[src/rtl/pvma_pkg.sv]
// Package: shared constants, codes, controller states and the command bundle.
`timescale 1ns / 1ps
package pvma_pkg;

    localparam int unsigned DEF_MAX_ITEMS = 64;
    localparam int unsigned PV_W          = 32;
    localparam int unsigned K_BITS        = 7;
    localparam logic [PV_W-1:0] Q_ONE     = 32'h8000_0000;

    // configuration register indexes
    localparam logic CFG_IDX_ADJUST_MODE = 1'b0;
    localparam logic CFG_IDX_METHOD      = 1'b1;

    // adjust_mode codes (3 behaves as single-step)
    localparam logic [1:0] MODE_SINGLE    = 2'd0;
    localparam logic [1:0] MODE_STEP_DOWN = 2'd1;
    localparam logic [1:0] MODE_STEP_UP   = 2'd2;

    // correction_method codes
    localparam logic METH_BONFERRONI = 1'b0;
    localparam logic METH_SIDAK      = 1'b1;

    typedef enum logic [3:0] {
        S_IDLE,
        S_SCAN,
        S_INS,
        S_INV,
        S_A_IDX,
        S_A_RAW,
        S_A_INIT,
        S_A_SQ,
        S_A_MU,
        S_A_SFIN,
        S_A_WR,
        S_OUT_RD,
        S_OUT_WT
    } t_state;

    typedef struct packed {
        logic load_in;   // latch saturated input value, clear position count
        logic store;     // write input value into the raw store
        logic scan_rd;   // issue a rank scan read
        logic rank_fin;  // write new item's rank
        logic inv_rd;    // issue a rank read for inverse table build
        logic raw_inv;   // raw read address taken from inverse table
        logic idx_load;  // latch item index
        logic init;      // start correction of the fetched value
        logic sq;        // square step
        logic mu;        // multiply step
        logic sidak_fin; // finish power correction
        logic wr;        // write adjusted value
        logic first;     // first value of the running pass
        logic run_max;   // step-down running maximum
        logic run_min;   // step-up running minimum
        logic out_load;  // load output register
        logic out_last;  // final result of batch
        logic out_ovf;   // batch overflowed
    } t_dp_cmd;

endpackage

[src/rtl/pvma_ctrl.sv]
// Controller: sequences insertion, ranking, correction and emission.
`timescale 1ns / 1ps
module pvma_ctrl #(
    parameter int unsigned MAX_ITEMS = pvma_pkg::DEF_MAX_ITEMS,
    parameter int unsigned AW        = $clog2(MAX_ITEMS),
    parameter int unsigned CW        = $clog2(MAX_ITEMS + 1)
) (
    input  logic              i_clk,
    input  logic              i_rst_n,
    input  logic              s_axis_tvalid,
    output logic              s_axis_tready,
    input  logic              s_axis_tlast,
    input  logic              i_cfg_valid,
    output logic              o_cfg_ready,
    input  logic              i_cfg_index,
    input  logic [1:0]        i_cfg_data,
    input  logic              i_out_free,
    output pvma_pkg::t_dp_cmd o_cmd,
    output logic [AW-1:0]     o_addr,
    output logic [CW-1:0]     o_k
);
    import pvma_pkg::*;

    t_state         r_state, n_state;
    logic [CW-1:0]  r_cnt, n_cnt;
    logic [CW-1:0]  r_j, n_j;
    logic [CW-1:0]  r_k, n_k;
    logic [2:0]     r_bit, n_bit;
    logic           r_drop, n_drop;
    logic           r_last, n_last;
    logic           r_first, n_first;
    logic [1:0]     r_mode;
    logic           r_meth;
    logic           ranked;
    logic [K_BITS-1:0] k_ext;

    assign o_cfg_ready = 1'b1;
    assign ranked = (r_mode == MODE_STEP_DOWN) || (r_mode == MODE_STEP_UP);
    assign k_ext  = K_BITS'(r_k);
    assign o_k    = r_k;

    always_ff @(posedge i_clk) begin
        if (!i_rst_n) begin
            r_mode <= MODE_SINGLE;
            r_meth <= METH_BONFERRONI;
        end else if (i_cfg_valid) begin
            case (i_cfg_index)
                CFG_IDX_ADJUST_MODE: r_mode <= i_cfg_data;
                CFG_IDX_METHOD:      r_meth <= i_cfg_data[0];
                default:             r_meth <= r_meth;
            endcase
        end
    end

    always_ff @(posedge i_clk) begin
        if (!i_rst_n) begin
            r_state <= S_IDLE;
            r_cnt   <= '0;
            r_drop  <= 1'b0;
            r_last  <= 1'b0;
            r_first <= 1'b0;
            r_j     <= '0;
            r_k     <= '0;
            r_bit   <= '0;
        end else begin
            r_state <= n_state;
            r_cnt   <= n_cnt;
            r_drop  <= n_drop;
            r_last  <= n_last;
            r_first <= n_first;
            r_j     <= n_j;
            r_k     <= n_k;
            r_bit   <= n_bit;
        end
    end

    always_comb begin
        n_state = r_state;
        n_cnt   = r_cnt;
        n_drop  = r_drop;
        n_last  = r_last;
        n_first = r_first;
        n_j     = r_j;
        n_k     = r_k;
        n_bit   = r_bit;
        o_cmd   = '0;
        o_addr  = r_j[AW-1:0];
        s_axis_tready = 1'b0;
        case (r_state)
            S_IDLE: begin
                s_axis_tready = 1'b1;
                o_addr = r_cnt[AW-1:0];
                if (s_axis_tvalid) begin
                    o_cmd.load_in = 1'b1;
                    n_last = s_axis_tlast;
                    n_j    = '0;
                    if (r_cnt < CW'(MAX_ITEMS)) begin
                        o_cmd.store = 1'b1;
                        n_state = S_SCAN;
                    end else begin
                        n_drop = 1'b1;
                        n_state = s_axis_tlast ? S_INV : S_IDLE;
                    end
                end
            end
            S_SCAN: begin
                if (r_j < r_cnt) begin
                    o_cmd.scan_rd = 1'b1;
                    n_j = r_j + 1'b1;
                end else begin
                    n_state = S_INS;
                end
            end
            S_INS: begin
                o_addr = r_cnt[AW-1:0];
                o_cmd.rank_fin = 1'b1;
                n_cnt = r_cnt + 1'b1;
                n_j   = '0;
                n_state = r_last ? S_INV : S_IDLE;
            end
            S_INV: begin
                if (r_j < r_cnt) begin
                    o_cmd.inv_rd = 1'b1;
                    n_j = r_j + 1'b1;
                end else begin
                    n_first = 1'b1;
                    n_j = (r_mode == MODE_STEP_UP) ? r_cnt - 1'b1 : '0;
                    n_state = S_A_IDX;
                end
            end
            S_A_IDX: begin
                n_k = ranked ? r_cnt - r_j : r_cnt;
                n_state = S_A_RAW;
            end
            S_A_RAW: begin
                o_cmd.raw_inv  = ranked;
                o_cmd.idx_load = 1'b1;
                n_state = S_A_INIT;
            end
            S_A_INIT: begin
                o_cmd.init = 1'b1;
                n_bit = 3'(K_BITS - 1);
                n_state = (r_meth == METH_SIDAK) ? S_A_SQ : S_A_WR;
            end
            S_A_SQ: begin
                o_cmd.sq = 1'b1;
                if (k_ext[r_bit]) begin
                    n_state = S_A_MU;
                end else if (r_bit == '0) begin
                    n_state = S_A_SFIN;
                end else begin
                    n_bit = r_bit - 1'b1;
                end
            end
            S_A_MU: begin
                o_cmd.mu = 1'b1;
                if (r_bit == '0) begin
                    n_state = S_A_SFIN;
                end else begin
                    n_bit = r_bit - 1'b1;
                    n_state = S_A_SQ;
                end
            end
            S_A_SFIN: begin
                o_cmd.sidak_fin = 1'b1;
                n_state = S_A_WR;
            end
            S_A_WR: begin
                o_cmd.wr      = 1'b1;
                o_cmd.first   = r_first;
                o_cmd.run_max = (r_mode == MODE_STEP_DOWN);
                o_cmd.run_min = (r_mode == MODE_STEP_UP);
                n_first = 1'b0;
                if (r_mode == MODE_STEP_UP) begin
                    if (r_j == '0) begin
                        n_state = S_OUT_RD;
                    end else begin
                        n_j = r_j - 1'b1;
                        n_state = S_A_IDX;
                    end
                end else begin
                    if (r_j == r_cnt - 1'b1) begin
                        n_j = '0;
                        n_state = S_OUT_RD;
                    end else begin
                        n_j = r_j + 1'b1;
                        n_state = S_A_IDX;
                    end
                end
            end
            S_OUT_RD: begin
                n_state = S_OUT_WT;
            end
            S_OUT_WT: begin
                if (i_out_free) begin
                    o_cmd.out_load = 1'b1;
                    o_cmd.out_last = (r_j == r_cnt - 1'b1);
                    o_cmd.out_ovf  = r_drop;
                    if (r_j == r_cnt - 1'b1) begin
                        n_cnt  = '0;
                        n_drop = 1'b0;
                        n_state = S_IDLE;
                    end else begin
                        n_j = r_j + 1'b1;
                        n_state = S_OUT_RD;
                    end
                end
            end
            default: n_state = S_IDLE;
        endcase
    end

    a_cnt_cap: assert property (@(posedge i_clk) disable iff (!i_rst_n)
        r_cnt <= CW'(MAX_ITEMS)) else $error("item count beyond capacity");
    a_k_nonzero: assert property (@(posedge i_clk) disable iff (!i_rst_n)
        (r_state == S_A_WR) |-> (r_k != '0)) else $error("correction order zero");
    a_batch_end: assert property (@(posedge i_clk) disable iff (!i_rst_n)
        (o_cmd.out_load && o_cmd.out_last) |=> (r_state == S_IDLE && r_cnt == '0
            && !r_drop)) else $error("batch state not cleared");
    a_batch_nonempty: assert property (@(posedge i_clk) disable iff (!i_rst_n)
        (r_state == S_A_IDX) |-> (r_cnt != '0)) else $error("empty batch adjusted");
endmodule

[config.mk]
export PLATFORM = sky130hd
export DESIGN_NAME = pvma_ctrl
export DESIGN_NICKNAME = d
export VERILOG_FILES = /design/src/rtl/pvma_pkg.sv /design/src/rtl/pvma_ctrl.sv
export SDC_FILE = /design/constraint.sdc
export NUM_CORES = 1
export LEC_CHECK = 0
export BUFFER_PORTS_ARGS = -buffer_cell sky130_fd_sc_hd__buf_2
export CORE_ASPECT_RATIO = 2
export CORE_UTILIZATION = 54
export DETAILED_ROUTE_END_ITERATION = 7
export PLACE_DENSITY_LB_ADDON = 0.15
export SYNTH_ARGS = -nofsm -noshare
export SYNTH_HDL_FRONTEND = slang
export SYNTH_SLANG_ARGS = --single-unit
[constraint.sdc]
create_clock -name i_clk -period 8.3 [get_ports i_clk]
set_input_delay 0.415 -clock i_clk [delete_from_list [all_inputs] [get_ports i_clk]]
set_output_delay 0.415 -clock i_clk [all_outputs]
set_load 0.03 [all_outputs]
==> results_dict.tcl, run 1 <==
set metrics [dict create \
    status "complete, no violations" \
    grt.total_usage_pct 32.7 \
    utilization_pct 60.6 \
    die_w_um 55.1 \
    syn_avg_cell_area_um2 7.53 \
    diodes 0 \
    num_vias 3043 \
    clockBufferDepth 2 \
    slew_headroom_pct 25.7 \
    tightest_slew_ps 1110 \
    grt_max_degree 26 \
    start_kind "register" \
    leakage_nw 1.34 \
    wl_um 8730 \
    core_um2 5420 \
    crit_top_cell "inv_1" \
    cts.sinks 34 \
    path_class "reg2out" \
    layout_common_cells "40 x buf_2, 38 x nor2_1, 38 x nand2_1" \
    yosysSeqAreaShare_pct 22.4 \
    yosys.area_share.simple_pct 26.8 \
    arrival_ps 3000 \
    path_max_fanout 7 \
    nFillCells 505 \
    drc 0 \
    via_per_inst 6.24 \
    drv_slew 0 \
    synth_top_family_by_area "simple AND/OR/NAND/NOR gates" \
    ant_nets 0 \
    final_cell_area_um2 3290 \
    htreeDepth 2 \
    cts.clk_slew.worst_paths_ps 80 \
    place_ws_ps 5250 \
    synth_compound_area_share_pct 25.2 \
    rows 38 \
    first_pass_iters 4 \
    antenna_found_initial 0 \
    ys.flop_type "dfxtp_1" \
    gp_congestion 0.969 \
    pin_count 42 \
    tritoncts "done" \
    syn2layout_area_growth_pct 8.11 \
    min_path_type "in2reg" \
    fin_skew_ps 3.79 \
    drive_gt1_share_pct 14.5 \
    synthCells 404 \
    synthArstFlopShare_pct 0 \
    whs_ps 349 \
    synth_xor_area_share_pct 7.08 \
    post_cts_buffers 0 \
    synth_edf_count 0 \
    synth_cell_types 75 \
    ir_drop_mv 0.169 \
    cp_num_cells 9 \
    cts-root-buf "clkbuf_8" \
    hold_viol_final 0 \
    final_common_cell "buf_2" \
    crit_family "simple AND/OR/NAND/NOR gates" \
    crit_chain "inv_1 > ha_1 > xnor2_1 > o211ai_1 > or3b_4 > nor3_1 > nand2_1 > inv_1 > buf_2" \
    final_cells 488 \
    rrSetupSlack_ps 5110 \
    nets 452 \
    portBuffers 40 \
    post-route-period-util_pct 41.1 \
    cp.required_ps 7890 \
    overflow 0 \
    grt_pass1_vias 2808 \
    max_freq_ghz 0.293 \
    endpoint "o_cmd[1]" \
    wire_per_inst_um 17.9 \
    worst_setup_path_end_kind "output pin" \
    numCtsBuffers 5 \
    min_period_ps 3410 \
    placed_cells 480 \
    synth-adder-area-share_pct 6.83 \
    timing.rr.start "r_j[2]$_SDFFE_PN0P_" \
    placed_area_um2 3170 \
    reg2reg_to "r_j[5]$_SDFFE_PN0P_" \
    cp_slowest_cell "dfxtp_1" \
    cts-resized-gates 0 \
    floorplan.initialDensity_pct 56.1 \
    power_density_nw_per_um2 215 \
    muxShareOfSynthArea_pct 3.37 \
    reg2reg_depth 9 \
    ys_warn_count 0 \
    grt_pass1_wl_um 14000 \
    worstSetupStartpoint "r_cnt[0]$_SDFFE_PN0P_" \
    die_area_um2 5950 \
    syn-cell-area_um2 3040 \
    path_buf_inv 3 \
    setup_ws_ps 4890 \
    ys_ff_latch 34 \
    clock_latency_ps 300 \
    dpl.hpwl_um 6660 \
    cap_viol_max_count 0 \
    slowest_delay_ps 490 \
    grt_setup_unrepaired "false" \
    setup_tns_ps 0 \
    setup_viol 0 \
    synth_nets 429 \
    drt_iter0_drc 123 \
    hold_buffers 0 \
    chipHeight_um 108 \
    total_power_uw 706 \
]
[final cells by class]
type                            instances  area (um^2)  share of cell area, %
Multi-Input combinational cell        319         2110                   64.3
Inverter                               26         97.6                   2.97
Clock inverter                          3         45.0                   1.37
Timing Repair Buffer                   41          208                   6.32
Clock buffer                            5         68.8                   2.09
Sequential cell                        34          681                   20.7
Tap cell                               60         75.1                   2.28
[state kept, by name, summed over array words and instances, names as in the netlist]
name / flops
r_meth: 1
r_first: 1
r_cnt: 7
r_mode: 2
o_k: 7
r_bit: 3
r_drop: 1
r_state: 4
r_last: 1
r_j: 7
[cells in the mapped netlist, drive strengths merged, types with 3 or more instances]
| cell type | count | share of area [%] |
|---|---|---|
| nand2 | 38 | 4.7 |
| a22o | 3 | 0.86 |
| nor3 | 17 | 3.0 |
| nand3 | 6 | 0.99 |
| a31o | 3 | 0.86 |
| nand4 | 3 | 0.62 |
| mux2i | 8 | 2.6 |
| nor4 | 3 | 1.1 |
| clkbuf | 17 | 2.8 |
| o31ai | 3 | 0.74 |
| buf | 8 | 2.1 |
| a21boi | 4 | 0.99 |
| o22ai | 5 | 1.0 |
| o21ai | 31 | 5.1 |
| nand2b | 9 | 1.9 |
| o211ai | 8 | 2.0 |
| xnor2 | 15 | 4.3 |
| xor2 | 7 | 2.0 |
| and2 | 4 | 0.82 |
| o21a | 7 | 1.8 |
| and3 | 9 | 1.9 |
| ha | 15 | 6.2 |
| a31oi | 4 | 0.82 |
| nor2b | 10 | 2.1 |
| a21oi | 20 | 3.3 |
| nor3b | 4 | 1.4 |
| or3 | 5 | 1.1 |
| dfxtp | 34 | 22 |
| inv | 26 | 3.2 |
| nor2 | 38 | 4.7 |
[worst min path at each step]
| stage | from | end | cells past startpoint |
|---|---|---|---|
| floorplan | r_drop$_SDFFE_PN0P_ | r_drop$_SDFFE_PN0P_ | 2 |
| global placement | r_last$_SDFFE_PN0P_ | r_last$_SDFFE_PN0P_ | 2 |
| detailed placement | r_last$_SDFFE_PN0P_ | r_last$_SDFFE_PN0P_ | 2 |
| CTS | i_cfg_data[1] | r_mode[1]$_SDFFE_PN0P_ | 3 |
| global route | i_cfg_data[1] | r_mode[1]$_SDFFE_PN0P_ | 3 |
| finish | i_cfg_data[1] | r_mode[1]$_SDFFE_PN0P_ | 3 |
[power by group]
part	total, mW	internal, mW	switching (mW)
Clock	0.161	0.0894	0.0714
Combinational	0.327	0.120	0.208
Sequential	0.217	0.178	0.0395
Total	0.706	0.387	0.318
[logic make-up (layout without fill, tap and decap cells)]
logic type / count (synthesis) / after routing
AOI/OAI and AO/OA: 115 / 115
xor gates and xnor gates: 23 / 23
adders and majority gates: 16 / 16
buffers and inverters: 51 / 75
DFF: 34 / 34
muxes: 9 / 9
other: 1 / 1
and+or+nand+nor: 155 / 155
[metal layers]
layer | global-route usage, % | wire [um] | part of all wire, % | vias up
met2 | 52.1 | 4530 | 52 | 105
met4 | 21.6 | 448 | 5.1 | 0
met3 | 6.89 | 341 | 3.9 | 33
met5 | 0 | 0 | 0 | -
li1 | - | - | - | 1493
met1 | 37.1 | 3400 | 39 | 1412
[worst reg2reg max path, stage by stage, from the launching register on]
cell	delay [ps]
dfxtp_1	590
inv_1	170
ha_1	360
nand3_1	100
o21bai_1	180
a31oi_1	510
o21ai_0	300
or3_2	560
nor3_1	230
a221o_1	130
No activity file was read; power rests on OpenSTA's default activity.
==> run 2: changes to the inputs <==
clock period = 3.5 ns   (was 8.3 ns; I/O delays follow)
==> results_dict.tcl, run 2 (synthesis results as in run 1) <==
set metrics [dict create \
    portBuffers 40 \
    cts-root-buf "clkbuf_8" \
    total_power_mw 1.76 \
    cts-resized-gates 0 \
    first_pass_iters 5 \
    gp_congestion 0.958 \
    die_w_um 55.1 \
    arrival_ps 3320 \
    hold_buffers 0 \
    layout_common_cells "40 x buf_2, 38 x nor2_1, 38 x nand2_1" \
    min_period_ps 3080 \
    hp-start "i_cfg_data[1]" \
    grt_pass1_vias 2783 \
    nFillCells 514 \
    min_path_type "in2reg" \
    cp.required_ps 3750 \
    wl_um 8780 \
    rrSetupSlack_ps 420 \
    fin_skew_ps 7.85 \
    path_buf_inv 1 \
    overflow 0 \
    grt_pass1_wl_um 13900 \
    swShare_pct 43.3 \
    chipHeight_um 108 \
    reg2reg_to "r_j[5]$_SDFFE_PN0P_" \
    crit_chain "inv_1 > ha_1 > nand3_1 > o21bai_1 > a31oi_1 > o21ai_0 > or3_2 > nor3_1 > a221o_1" \
    leakage_nw 1.40 \
    p_switching_uw 764 \
    drc 0 \
    drt_iter0_drc 117 \
    clockBufferDepth 2 \
    reg2reg_depth 9 \
    cts.sinks 34 \
    comb_power_share_pct 45.0 \
    core_um2 5420 \
    grt_setup_unrepaired "false" \
    cp_slowest_cell "or3_2" \
    timing.rr.start "r_j[3]$_SDFFE_PN0P_" \
    htreeDepth 2 \
    pwr-share-clk_pct 25.8 \
    hold_viol_final 0 \
    grt_max_degree 26 \
    status "complete, no violations" \
    via_per_inst 6.23 \
    setup_viol 0 \
    place_ws_ps 553 \
    hold_path_depth 3 \
    hold_end "r_mode[1]$_SDFFE_PN0P_" \
    clock_latency_ps 300 \
    ant_nets 0 \
    num_vias 3091 \
    rows 38 \
    pin_count 42 \
    power_frac_seq_pct 29.1 \
    tritoncts "done" \
    cap_viol_max_count 0 \
    syn2layout_area_growth_pct 10.9 \
    p_int_mw 1.00 \
    nets 460 \
    setup_tns_ps 0 \
    ff_latch_area_um2 681 \
    slowest_delay_ps 570 \
    path_class "reg2reg" \
    antenna_found_initial 0 \
    floorplan.initialDensity_pct 56.1 \
    die_area_um2 5950 \
    crit_family "compound AO/OA/AOI/OAI gates" \
    post_cts_buffers 0 \
    max_freq_ghz 0.325 \
    cts.clk_slew.worst_paths_ps 80 \
    grt.total_usage_pct 32.8 \
    numCtsBuffers 5 \
    ir_drop_mv 0.316 \
    final_common_cell "buf_2" \
    wire_per_inst_um 17.7 \
    multi_input_area_um2 2110 \
    path_max_fanout 8 \
    post-route-period-util_pct 87.9 \
    dpl.hpwl_um 6720 \
    tightest_slew_ps 1170 \
    start_kind "register" \
    slew_headroom_pct 21.2 \
    diodes 0 \
    setup_ws_ps 422 \
    drive_gt1_share_pct 16.1 \
    power_density_nw_per_um2 524 \
    drv_slew 0 \
    worst_setup_path_end_kind "register" \
]
## run 2: area by class of cell
class	instances	share of cell area, %
Clock buffer	5	2.04
Inverter	26	2.90
Multi-Input combinational cell	319	62.7
Tap cell	60	2.23
Clock inverter	3	2.04
Timing Repair Buffer	49	7.94
Sequential cell	34	20.2
## run 2: through the flow
stage	util [%]	instances	hold WS, ps	instance area, um^2
finish	62.2	496	106	3370
CTS	62.2	496	105	3370
detailed placement	59.6	488	423	3230
floorplan	-	404	311	3040
global route	62.2	496	123	3370
global placement	59.6	488	413	3230
## run 2: how the worst max path moves through the flow
stage / from / end / slack (ps) / cells after the start
after detailed placement: r_j[3]$_SDFFE_PN0P_ / r_j[5]$_SDFFE_PN0P_ / 550 / 9
after CTS: r_j[3]$_SDFFE_PN0P_ / r_j[5]$_SDFFE_PN0P_ / 500 / 9
after floorplan: r_cnt[1]$_SDFFE_PN0P_ / r_j[5]$_SDFFE_PN0P_ / 870 / 9
after global placement: r_j[3]$_SDFFE_PN0P_ / r_j[5]$_SDFFE_PN0P_ / 630 / 9
after global routing: r_cnt[0]$_SDFFE_PN0P_ / o_cmd[1] / 270 / 9
final: r_j[3]$_SDFFE_PN0P_ / r_j[5]$_SDFFE_PN0P_ / 420 / 9
## run 2: tightest hold or removal path, cell delays in order
cell	delay, ps
buf_2	70
a21oi_1	60
nor2_1	70
## run 2: per-layer routing
metal  global-route usage (%)  share of wire [%]  up-vias
li1                         -                  -     1508
met4                     19.1                4.6        0
met3                     7.03                4.1       36
met1                     36.8                 38     1436
met2                     54.0                 53      111
met5                        0                  0        -
## run 2: power by group through the flow
stage	clock (mW)	combinational (mW)	sequential (mW)
3_3_place_gp	0	0.769	0.517
6_report	0.456	0.794	0.514
4_1_cts	0.460	0.780	0.510
5_1_grt	0.474	0.875	0.524
3_5_place_dp	0	0.776	0.519
2_1_floorplan	0	0.632	0.476
